==> src/sdc_pkg.sv <==
// shared constants, codes and controller/datapath interface types
// for the swipe direction classifier; no dependencies
package sdc_pkg;

   localparam int RING_DEPTH_DEF  = 20;
   localparam int DELTA_WIDTH_DEF = 16;

   localparam logic [15:0] WINDOW_RESET   = 16'd150;
   localparam logic [15:0] MIN_DIST_RESET = 16'd800;

   localparam logic [1:0] OP_BEGIN  = 2'd0;
   localparam logic [1:0] OP_UPDATE = 2'd1;
   localparam logic [1:0] OP_END    = 2'd2;

   localparam logic CSR_WINDOW   = 1'b0;
   localparam logic CSR_MIN_DIST = 1'b1;

   localparam logic [3:0] DIR_EAST  = 4'd0;
   localparam logic [3:0] DIR_NORTH = 4'd2;
   localparam logic [3:0] DIR_WEST  = 4'd4;
   localparam logic [3:0] DIR_SOUTH = 4'd6;
   localparam logic [3:0] DIR_NONE  = 4'd8;

   typedef struct packed {
      logic load;
      logic rd_en;
      logic mag_en;
      logic decide;
   } cmd_type;

   typedef struct packed {
      logic start_sum;
      logic rd_last;
      logic pipe_busy;
      logic done_ok;
   } status_type;

endpackage

==> src/sdc_ctrl.sv <==
// sequencing state machine for the swipe direction classifier
// depends on sdc_pkg for the command and status types
module sdc_ctrl (
   input  logic               clock,
   input  logic               reset,
   input  logic               req_tvalid,
   output logic               req_tready,
   input  sdc_pkg::status_type status,
   output sdc_pkg::cmd_type    cmd
);

   typedef enum logic [2:0] {
      ST_IDLE,
      ST_SUM,
      ST_FLUSH,
      ST_MAG,
      ST_DECIDE
   } state_type;

   state_type state_ff;

   assign req_tready = (state_ff == ST_IDLE);

   always_comb begin
      cmd.load   = (state_ff == ST_IDLE) && req_tvalid;
      cmd.rd_en  = (state_ff == ST_SUM);
      cmd.mag_en = (state_ff == ST_MAG);
      cmd.decide = (state_ff == ST_DECIDE);
   end

   always_ff @(posedge clock) begin
      if (reset) begin
         state_ff <= ST_IDLE;
      end else begin
         unique case (state_ff)
            ST_IDLE: begin
               if (req_tvalid && status.start_sum) state_ff <= ST_SUM;
            end
            ST_SUM: begin
               if (status.rd_last) state_ff <= ST_FLUSH;
            end
            ST_FLUSH: begin
               if (!status.pipe_busy) state_ff <= ST_MAG;
            end
            ST_MAG: begin
               state_ff <= ST_DECIDE;
            end
            ST_DECIDE: begin
               if (status.done_ok) state_ff <= ST_IDLE;
            end
            default: begin
               state_ff <= ST_IDLE;
            end
         endcase
      end
   end

endmodule

==> src/sdc_dp.sv <==
// datapath of the swipe direction classifier: delta ring, windowed sums,
// direction decision, config registers and result register; uses sdc_pkg
module sdc_dp #(
   parameter int RING_DEPTH  = sdc_pkg::RING_DEPTH_DEF,
   parameter int DELTA_WIDTH = sdc_pkg::DELTA_WIDTH_DEF
) (
   input  logic                   clock,
   input  logic                   reset,
   input  sdc_pkg::cmd_type       cmd,
   output sdc_pkg::status_type    status,
   input  logic [1:0]             opcode,
   input  logic [DELTA_WIDTH-1:0] delta_x,
   input  logic [DELTA_WIDTH-1:0] delta_y,
   input  logic [31:0]            event_time,
   input  logic [2:0]             touch_count,
   input  logic                   cancelled,
   input  logic                   csr_valid,
   input  logic                   csr_index,
   input  logic [15:0]            csr_data,
   output logic                   rsp_tvalid,
   input  logic                   rsp_tready,
   output logic [2:0]             swipe_fingers,
   output logic [2:0]             swipe_direction
);

   localparam int AW    = $clog2(RING_DEPTH);
   localparam int ACC_W = DELTA_WIDTH + $clog2(RING_DEPTH);
   localparam int ENT_W = 2 * DELTA_WIDTH + 32;
   localparam int CMP_W = (ACC_W > 16) ? ACC_W : 16;
   localparam logic [AW-1:0] LAST_ADDR = AW'(RING_DEPTH - 1);

   logic [ENT_W-1:0]       ring_mem [RING_DEPTH];
   logic [RING_DEPTH-1:0]  valid_ff;
   logic [AW-1:0]          wp_ff;
   logic [AW-1:0]          rd_cnt_ff;
   logic [3:0]             dir_ff;
   logic [2:0]             fingers_ff;
   logic [15:0]            window_ff;
   logic [15:0]            min_dist_ff;
   logic [1:0]             op_ff;
   logic [31:0]            now_ff;

   logic [ENT_W-1:0]       rd_data_ff;
   logic                   rd_hit_ff;
   logic                   pa_ff;
   logic                   pb_ff;
   logic                   hit_ff;
   logic [DELTA_WIDTH-1:0] dxb_ff;
   logic [DELTA_WIDTH-1:0] dyb_ff;
   logic [ACC_W-1:0]       acc_x_ff;
   logic [ACC_W-1:0]       acc_y_ff;
   logic [ACC_W-1:0]       mag_x_ff;
   logic [ACC_W-1:0]       mag_y_ff;
   logic                   neg_x_ff;
   logic                   neg_y_ff;

   logic                   rsp_tvalid_ff;
   logic [2:0]             rsp_fingers_ff;
   logic [2:0]             rsp_dir_ff;

   logic [31:0]            age;
   logic [3:0]             dir_in;
   logic                   reach;
   logic                   out_free;
   logic                   out_load;

   // ring write and serial read
   always_ff @(posedge clock) begin
      if (cmd.load && opcode == sdc_pkg::OP_UPDATE) begin
         ring_mem[wp_ff] <= {event_time, delta_y, delta_x};
      end
      if (cmd.rd_en) begin
         rd_data_ff <= ring_mem[rd_cnt_ff];
      end
   end

   assign age = now_ff - rd_data_ff[ENT_W-1 -: 32];

   always_comb begin
      if (mag_x_ff > mag_y_ff) begin
         dir_in = neg_x_ff ? sdc_pkg::DIR_WEST : sdc_pkg::DIR_EAST;
      end else begin
         dir_in = neg_y_ff ? sdc_pkg::DIR_NORTH : sdc_pkg::DIR_SOUTH;
      end
   end

   assign reach    = !((CMP_W'(mag_x_ff) < CMP_W'(min_dist_ff)) &&
                       (CMP_W'(mag_y_ff) < CMP_W'(min_dist_ff)));
   assign out_free = !rsp_tvalid_ff || rsp_tready;
   assign out_load = cmd.decide && op_ff == sdc_pkg::OP_END && reach && out_free;

   always_comb begin
      status.start_sum = (opcode == sdc_pkg::OP_UPDATE) ||
                         (opcode == sdc_pkg::OP_END && !cancelled &&
                          dir_ff != sdc_pkg::DIR_NONE);
      status.rd_last   = (rd_cnt_ff == LAST_ADDR);
      status.pipe_busy = pa_ff || pb_ff;
      status.done_ok   = (op_ff != sdc_pkg::OP_END) || !reach || out_free;
   end

   always_ff @(posedge clock) begin
      if (reset) begin
         valid_ff    <= '0;
         wp_ff       <= '0;
         rd_cnt_ff   <= '0;
         dir_ff      <= sdc_pkg::DIR_NONE;
         fingers_ff  <= '0;
         window_ff   <= sdc_pkg::WINDOW_RESET;
         min_dist_ff <= sdc_pkg::MIN_DIST_RESET;
         pa_ff       <= 1'b0;
         pb_ff       <= 1'b0;
         rsp_tvalid_ff <= 1'b0;
      end else begin
         if (csr_valid) begin
            unique case (csr_index)
               sdc_pkg::CSR_WINDOW:   window_ff   <= csr_data;
               sdc_pkg::CSR_MIN_DIST: min_dist_ff <= csr_data;
               default: ;
            endcase
         end

         if (cmd.load) begin
            rd_cnt_ff <= '0;
            if (opcode == sdc_pkg::OP_BEGIN) begin
               valid_ff   <= '0;
               wp_ff      <= '0;
               dir_ff     <= sdc_pkg::DIR_NONE;
               fingers_ff <= touch_count;
            end else if (opcode == sdc_pkg::OP_UPDATE) begin
               valid_ff[wp_ff] <= 1'b1;
               wp_ff <= (wp_ff == LAST_ADDR) ? '0 : wp_ff + 1'b1;
            end
         end else if (cmd.rd_en) begin
            rd_cnt_ff <= rd_cnt_ff + 1'b1;
         end

         pa_ff <= cmd.rd_en;
         pb_ff <= pa_ff;

         if (cmd.decide && op_ff == sdc_pkg::OP_UPDATE) begin
            dir_ff <= dir_in;
         end

         if (out_load) begin
            rsp_tvalid_ff <= 1'b1;
         end else if (rsp_tready) begin
            rsp_tvalid_ff <= 1'b0;
         end
      end
   end

   // payload and datapath registers
   always_ff @(posedge clock) begin
      if (cmd.load) begin
         op_ff  <= opcode;
         now_ff <= event_time;
      end
      if (cmd.rd_en) begin
         rd_hit_ff <= valid_ff[rd_cnt_ff];
      end
      hit_ff <= pa_ff && rd_hit_ff && (age <= 32'(window_ff));
      dxb_ff <= rd_data_ff[DELTA_WIDTH-1:0];
      dyb_ff <= rd_data_ff[2*DELTA_WIDTH-1 -: DELTA_WIDTH];
      if (cmd.load) begin
         acc_x_ff <= '0;
         acc_y_ff <= '0;
      end else if (pb_ff && hit_ff) begin
         acc_x_ff <= acc_x_ff + {{(ACC_W-DELTA_WIDTH){dxb_ff[DELTA_WIDTH-1]}}, dxb_ff};
         acc_y_ff <= acc_y_ff + {{(ACC_W-DELTA_WIDTH){dyb_ff[DELTA_WIDTH-1]}}, dyb_ff};
      end
      if (cmd.mag_en) begin
         neg_x_ff <= acc_x_ff[ACC_W-1];
         neg_y_ff <= acc_y_ff[ACC_W-1];
         mag_x_ff <= acc_x_ff[ACC_W-1] ? (~acc_x_ff + 1'b1) : acc_x_ff;
         mag_y_ff <= acc_y_ff[ACC_W-1] ? (~acc_y_ff + 1'b1) : acc_y_ff;
      end
      if (out_load) begin
         rsp_fingers_ff <= fingers_ff;
         rsp_dir_ff     <= dir_ff[2:0];
      end
   end

   assign rsp_tvalid      = rsp_tvalid_ff;
   assign swipe_fingers   = rsp_fingers_ff;
   assign swipe_direction = rsp_dir_ff;

`ifndef SYNTH
   a_out_from_end: assert property (@(posedge clock) disable iff (reset)
      out_load |-> (op_ff == sdc_pkg::OP_END && dir_ff != sdc_pkg::DIR_NONE))
      else $error("result loaded without a directed end event");

   a_begin_clears: assert property (@(posedge clock) disable iff (reset)
      (cmd.load && opcode == sdc_pkg::OP_BEGIN) |=>
         (valid_ff == '0 && wp_ff == '0 && dir_ff == sdc_pkg::DIR_NONE))
      else $error("begin did not clear the ring");

   a_no_load_while_busy: assert property (@(posedge clock) disable iff (reset)
      (cmd.rd_en || status.pipe_busy) |-> !cmd.load)
      else $error("item accepted during a ring walk");
`endif

endmodule

==> src/swipe_direction_classifier.sv <==
// top level of the swipe direction classifier: stream ports, controller
// and datapath; depends on sdc_pkg, sdc_ctrl and sdc_dp
//
// Classifies touchpad swipes from begin, update and end events. A begin,
// an unused opcode, or an end that is cancelled or has no direction yet
// is finished in the idle state. An update or a live end walks the whole
// delta ring through its single read port, one entry per cycle, then drains
// the sum pipeline and resolves the sums. Updates set the current direction;
// a live end whose summed travel reaches min_distance on either axis returns
// one transfer with the finger count and direction. The result sits in an
// output register, so a new event is taken while it waits. Config writes are
// accepted in any cycle.
module swipe_direction_classifier #(
   parameter int RING_DEPTH  = sdc_pkg::RING_DEPTH_DEF,
   parameter int DELTA_WIDTH = sdc_pkg::DELTA_WIDTH_DEF,
   localparam int REQ_W = ((2 * DELTA_WIDTH + 36 + 7) / 8) * 8
) (
   input  logic             clock,
   input  logic             reset,
   input  logic             req_tvalid,
   output logic             req_tready,
   // delta_x, delta_y, event_time[31:0], touch_count[2:0], cancelled, zero pad
   input  logic [REQ_W-1:0] req_tdata,
   // opcode[1:0]
   input  logic [1:0]       req_tuser,
   output logic             rsp_tvalid,
   input  logic             rsp_tready,
   // swipe_fingers[2:0], swipe_direction[2:0], zero pad
   output logic [7:0]       rsp_tdata,
   input  logic             csr_valid,
   output logic             csr_ready,
   input  logic             csr_index,
   input  logic [15:0]      csr_data
);

   localparam int DW = DELTA_WIDTH;

   sdc_pkg::cmd_type    cmd;
   sdc_pkg::status_type status;
   logic [2:0]          swipe_fingers;
   logic [2:0]          swipe_direction;

   assign csr_ready = 1'b1;
   assign rsp_tdata = {2'b00, swipe_direction, swipe_fingers};

   sdc_ctrl u_ctrl (
      .clock      (clock),
      .reset      (reset),
      .req_tvalid (req_tvalid),
      .req_tready (req_tready),
      .status     (status),
      .cmd        (cmd)
   );

   sdc_dp #(
      .RING_DEPTH  (RING_DEPTH),
      .DELTA_WIDTH (DELTA_WIDTH)
   ) u_dp (
      .clock           (clock),
      .reset           (reset),
      .cmd             (cmd),
      .status          (status),
      .opcode          (req_tuser),
      .delta_x         (req_tdata[DW-1:0]),
      .delta_y         (req_tdata[2*DW-1:DW]),
      .event_time      (req_tdata[2*DW+31:2*DW]),
      .touch_count     (req_tdata[2*DW+34:2*DW+32]),
      .cancelled       (req_tdata[2*DW+35]),
      .csr_valid       (csr_valid),
      .csr_index       (csr_index),
      .csr_data        (csr_data),
      .rsp_tvalid      (rsp_tvalid),
      .rsp_tready      (rsp_tready),
      .swipe_fingers   (swipe_fingers),
      .swipe_direction (swipe_direction)
   );

endmodule

==> config.mk <==
export PLATFORM = sky130hd
export DESIGN_NAME = swipe_direction_classifier
export DESIGN_NICKNAME = d
export VERILOG_FILES = /design/src/sdc_pkg.sv /design/src/sdc_ctrl.sv /design/src/sdc_dp.sv /design/src/swipe_direction_classifier.sv
export SDC_FILE = /design/constraint.sdc
export NUM_CORES = 2
export LEC_CHECK = 0
export BUFFER_PORTS_ARGS = -buffer_cell sky130_fd_sc_hd__buf_2
export CAP_MARGIN = 10
export CORE_ASPECT_RATIO = 1.1
export CORE_UTILIZATION = 60
export CTS_CLUSTER_SIZE = 28
export DETAILED_ROUTE_END_ITERATION = 16
export GPL_ROUTABILITY_DRIVEN = 0
export PLACE_DENSITY = 0.79
export SLEW_MARGIN = 20
export SYNTH_ARGS = -nofsm -noshare
export SYNTH_HDL_FRONTEND = slang
export SYNTH_SLANG_ARGS = --single-unit
==> constraint.sdc <==
create_clock -name clock -period 8.5 [get_ports clock]
set_clock_uncertainty 0.1 [all_clocks]
set_input_delay 1.275 -clock clock [delete_from_list [all_inputs] [get_ports clock]]
set_output_delay 1.275 -clock clock [all_outputs]
set_load 0.005 [all_outputs]
# [Word-level counts from Yosys, hierarchy flattened]
# Memory sizes are Yosys's and may differ from the RTL's. A register that Yosys moved wholly into a read port is not among the register bits.
# Index checks and enable logic that the tools add are counted.
[word_totals] regBits=235 ramBits=1280 in_bits=96 wordCells=123 n_memories=1
[classes] n_addsub=7 magnitude_cmp=7 eq_ne=16 mux=26 bitwise_logic=4 reduce_logical=35
[memory_table] name="u_dp.ring_mem" depth=20 word_bits=64 read_ports=1 rd_clocked_by_memory_dff=1 wr=1 line_no="sdc_dp.sv:32" text="logic [ENT_W-1:0] ring_mem [RING_DEPTH];"
[op_table] operator="two-way mux 20 bit" count=4
[op_table] operator="adder 21 x 1 -> 21 bit (second input constant)" count=2
[op_table] operator="adder 21 bit" count=2
[op_table] operator="less-than comparator 21 x 16 -> 1 bit" count=2
[op_table] operator="NOT 21 bit" count=2
[op_table] operator="<= comparator 32 x 16 -> 1 bit" count=1
[op_table] operator="subtractor 32 bit" count=1
[op_table] operator="> comparator 21 bit" count=1
[op_table] operator="OR 20 bit" count=1
[op_table] operator="two-way mux 3 bit" count=6
[op_table] operator="two-way mux 4 bit" count=4
[op_table] operator="two-way mux 5 bit" count=3
[op_table] operator="one-hot mux 3 bit (5 select lines)" count=1
[op_table] operator="logical AND 1 bit" count=14
[op_table] operator="less-than comparator 5 x 6 -> 1 bit (second input constant)" count=2
[op_table] operator="adder 5 x 1 -> 5 bit (second input constant)" count=2
[op_table] operator="equality test 5 bit (second input constant)" count=2
[op_table] operator="AND reduction 2 bit" count=5
[op_table] operator="inequality test 2 bit (second input constant)" count=4
[op_table] operator="nonzero test 2 bit" count=4
[op_table] operator="equality test 3 x 2 -> 1 bit (second input constant)" count=2
[op_table] operator="two-way mux 1 bit" count=6
[op_table] operator="binary-select mux 1 bit (select 5 bit)" count=1
[op_table] operator="demux 1 bit (select 5 bit)" count=1
[op_table] operator="14 further kinds" count=22

# [Logic depth before layout (Yosys ltp)]
[logic_depth] ltp_word=7 ltp_mapped=21 depth_no_buf=21

# [Modules after synthesis]
# From an unflattened synthesis, not the netlist that was laid out.
[hier_totals] cells_unflattened=3407 area_unflattened_um2=63882.5
[modules_own_cells] mod="sdc_dp" n_inst=1 cells_per_inst=3383 area_per_inst_um2=63691.1
[modules_own_cells] mod="sdc_ctrl" n_inst=1 cells_per_inst=19 area_per_inst_um2=161.4
[modules_own_cells] mod="swipe_direction_classifier" n_inst=1 cells_per_inst=5 area_per_inst_um2=30.0

# [Least setup slack after synthesis]
# No wires, ideal clock.
[synth_timing] path_kind="register to register" from="register u_ctrl.state_ff[1]" to="register u_dp.rd_cnt_ff[3]" setup_time_ps=78 arrival_ps=6457 required_ps=8322 path_slack_ps=1865 stages_incl_launch_ff=6 n_path_buf=1 cell_sequence="dfxtp_1 clkbuf_1 nor3b_1 nand4_1 xor2_1 nor3_1"
[synth_lines] item="start: declaration" line_no="sdc_ctrl.sv:20" text="state_type state_ff;"
[synth_lines] item="start signal: assignment" line_no="sdc_ctrl.sv:33" text="state_ff <= ST_IDLE;"
[synth_lines] item="start signal: assignment" line_no="sdc_ctrl.sv:37" text="if (req_tvalid && status.start_sum) state_ff <= ST_SUM;"
[synth_lines] item="start signal: assignment" line_no="sdc_ctrl.sv:40" text="if (status.rd_last) state_ff <= ST_FLUSH;"
[synth_lines] item="end signal: assignment" line_no="sdc_dp.sv:134" text="rd_cnt_ff <= rd_cnt_ff + 1'b1;"
[synth_lines] item="end: declaration" line_no="sdc_dp.sv:35" text="logic [AW-1:0] rd_cnt_ff;"

# [Worst setup path in the final report]
[layout_timing] from="register u_dp.rd_data_ff[32] (read register of u_dp.ring_mem)" to="register u_dp.hit_ff"
[layout_via] elab_chain_len=3
[layout_lines] item="start: declaration" line_no="sdc_dp.sv:43" text="logic [ENT_W-1:0] rd_data_ff;"
[layout_lines] item="subtractor 32 bit" line_no="sdc_dp.sv:77" text="assign age = now_ff - rd_data_ff[ENT_W-1 -: 32];"
[layout_lines] item="<= comparator 32 x 16 -> 1 bit" line_no="sdc_dp.sv:161" text="hit_ff <= pa_ff && rd_hit_ff && (age <= 32'(window_ff));"
[layout_lines] item="logical AND 1 bit" line_no="sdc_dp.sv:161"
[layout_lines] item="end signal: assignment" line_no="sdc_dp.sv:161"
[layout_lines] item="end: declaration" line_no="sdc_dp.sv:47" text="logic hit_ff;"
# Every way passes these cells.
# A chain may end at the register's enable or synchronous reset.

==> impl_results.md <==
- Hold Buf Count CTS: 0
- Pleak: 22.8 nW
- Vias in the first global route: 33400
- DRT antenna net count: 0
- Power per cell area: 221 nW/um^2
- Total Routed Length: 145000 um
- Largest cells by area after synthesis: edfxtp_1, mux4_2, dfxtp_1
- Die Ht: 344 um
- Final period util: 62.6%
- Row count: 124
- Most common cell after layout, fill and taps aside: edfxtp_1
- Worst-Margin Slew: 1.13 ns
- Critical Path RT: 9.09 ns
- Hold Slack: 0.240 ns
- Mean area per synthesized cell: 18.9 um^2
- Final min period: 5.32 ns
- Area grow syn2layout: 11.1%
- Hold path depth: 0
- Clock Sinks: 1577
- Area after DPL: 65900 um^2
- Max VDD drop: 163 uV
- Netlist cell types: 76
- Die area: 107000 um^2
- Clk buf depth: 3
- Htree depth: 4
- Crit path max-delay family: simple AND/OR/NAND/NOR gates
- Number of synthesized flops with an enable pin: 1428
- Worst path bufs/invs: 0
- Worst Path Arrival: 5.91 ns
- Via-per-instance ratio: 6.49
- Critical path's slowest cell: a2111oi_2
- First-pass GRT wire length: 213000 um
- Share of flip-flops with an asynchronous set or reset: 0%
- WL per Instance: 28.7 um
- Number of synthesized register bits: 1577
- # DRC: 0
- Initial DRC count: 3476
- Max-slew violation count: 0
- Worst path depth: 16
- Global Route Usage Sum: 27.5%
- Post-route design area: 70800 um^2
- Critical setup path kind: reg2reg
- Leading cell types in the layout, fill and taps excluded: edfxtp_1, mux4_2, nand2_1, clkbuf_16, ha_1
- RSZ-0062 raised after global routing: false
- YS warnings: 0
- Buffers on Ports: 98
- Top cell type's share of synthesized area: 67.3%
- Critical Path Sink Type: register
- Initial core utilization: 60.9%
- Slowest stage delay, CP: 0.73 ns
- PnR Total Power: 15.6 mW
- CTS tree: yes
- Setup TNS: 0 ns
- Die width: 313 um
- Root Driver: clkbuf_16
- Worst-path fanout max: 3
- Post-synthesis sequential area ratio: 72.0%
- Layout Utilization: 67.7%
- Overflow after GRT: 0
- Fin worst setup slack: 3.18 ns
- Worst path cell trace: ha_1 > fa_1 > and2b_1 > o211ai_1 > a2111oi_2 > or2_1 > a21oi_1 > xnor2_1 > ha_1 > nand4_1 > or4_1 > a21oi_1 > nand4_1 > nor4_2 > o2111ai_1 > nor4_1
- Largest net degree at the start of global routing: 156
- Largest area contributor in the netlist: edfxtp_1
- Post-Place Worst Slack: 3.39 ns
- Hold Path Class: reg2reg
- Routed via count: 32800
- NumNets Final: 3764
- First drt pass iteration count: 6
- Mapped Area: 63700 um^2
- Cells after synthesis: 3370
- Max cap viols: 0
- Ratio of cells with drive above 1 in the final layout: 23.2%
- Final non-filler cell total: 5048
- Clk_lat worst skew: 0.78 ns
- Core area: 105000 um^2
- Post-CTS setup buffer count: 0
- Reg2Reg Depth: 16
- Ys flop type: edfxtp_1
- Io pins: 107
- Startpoint Class: register
- Status: finished, final reports clean
- Slew HR: 24.5%
- CTS clk-pin slew, worst paths: 0.06 ns
- Fmax: 0.188 GHz
- Final setup fails: 0
- Initial antenna violation count: 24
- Placed cells: 4753
- # resized after CTS: 0
- Fin. Hold Viols: 0
- FILL cells: 6443
- Detailed-placement wirelength estimate: 74400 um
- CTS buffer count: 151
==> layout make-up <==
| cell class | instances | area [um^2] | share of cell area (%) |
|---|---|---|---|
| Antenna cell | 13 | 32.5 | 0.0460 |
| Clock buffer | 207 | 4120 | 5.83 |
| Clock inverter | 75 | 712 | 1.01 |
| Inverter | 116 | 437 | 0.617 |
| Multi-Input combinational cell | 1539 | 17000 | 24.0 |
| Sequential cell | 1577 | 45900 | 64.8 |
| Tap cell | 1386 | 1730 | 2.45 |
| Timing Repair Buffer | 135 | 843 | 1.19 |
==> final timing paths <==
path | start | to | slack, ns
setup / recovery | u_dp.rd_data_ff[32] | u_dp.hit_ff | 3.18
hold / removal | u_dp.rd_data_ff[28] | u_dp.dyb_ff[12] | 0.24
setup reg to reg | u_dp.rd_data_ff[32] | u_dp.hit_ff | 3.18
hold reg to reg | u_dp.rd_data_ff[28] | u_dp.dyb_ff[12] | 0.24
==> synthesized netlist by cell type, drive strengths merged (4+ instances only) <==
library cell  instances
nor2b                16
a311oi                6
nor3                 30
o21ai                65
a21o                 37
nand2               175
o41ai                 4
nand2b               21
edfxtp             1428
or4                   7
nand3b               10
o21a                 29
mux2                 65
and2                  6
nand3                35
o31ai                13
dfxtp               149
or3                  18
a22oi                 4
nor4                 12
nor2                 89
a21oi               132
and3                  9
nand4                22
mux4                390
inv                 116
buf                  40
nor3b                 4
a211oi               16
o21bai                8
a31oi                10
xnor2                75
a211o                 9
o211ai               11
ha                  145
xor2                 18
clkbuf              100
==> worst reg2reg max path: cells and delay by family, from the launching register on <==
| family | cells | cell delay [ns] |
|---|---|---|
| AOI/OAI and AO/OA | 5 | 1.61 |
| xor gates and xnor gates | 1 | 0.36 |
| adders and majority gates | 3 | 0.88 |
| DFF | 1 | 0.37 |
| and+or+nand+nor | 7 | 1.91 |
==> flip-flops by register name, summed over array words and instances, names as in the netlist, 2 cells and up <==
register              count
u_dp.ring_mem          1280
u_dp.fingers_ff           3
u_dp.dyb_ff              16
u_dp.acc_x_ff            21
u_dp.min_dist_ff         16
u_dp.wp_ff                5
u_dp.mag_x_ff            21
u_dp.swipe_fingers        3
u_dp.dir_ff               3
u_dp.valid_ff            20
u_dp.now_ff              32
u_dp.dxb_ff              16
u_ctrl.state_ff           3
u_dp.op_ff                2
u_dp.mag_y_ff            21
u_dp.acc_y_ff            21
u_dp.window_ff           16
u_dp.rd_data_ff          64
u_dp.rd_cnt_ff            5
u_dp.swipe_direction      2
==> metal layers <==
layer  global-route usage [%]  routed length [um]  vias to the layer above
met4                     10.6                4840                       20
met2                     45.8               73000                     1741
li1                         -                   -                    13900
met3                     7.52               14100                      326
met5                        0                 147                        -
met1                     34.5               52600                    16800
==> where the power goes <==
part           total (mW)  internal, mW  switching (mW)  leakage, nW
Clock                6.56          3.68            2.89         2.35
Sequential           8.52          8.49          0.0296         14.1
Combinational       0.538         0.203           0.335         6.35
Total                15.6          12.4            3.25         22.8
==> kinds of logic after synthesis <==
kind of cell	Yosys count	share of synthesized area (%)
AO/OA/AOI/OAI	368	3.68
XOR/XNOR	93	1.28
AND/OR/NAND/NOR	469	3.54
buffers and inverters	256	1.54
other	2	0.0118
flip-flops	1577	72.0
multiplexers	457	15.0
adder cells (fa/ha/maj)	148	2.94
Note: power is estimated with default switching activity, not from simulation.
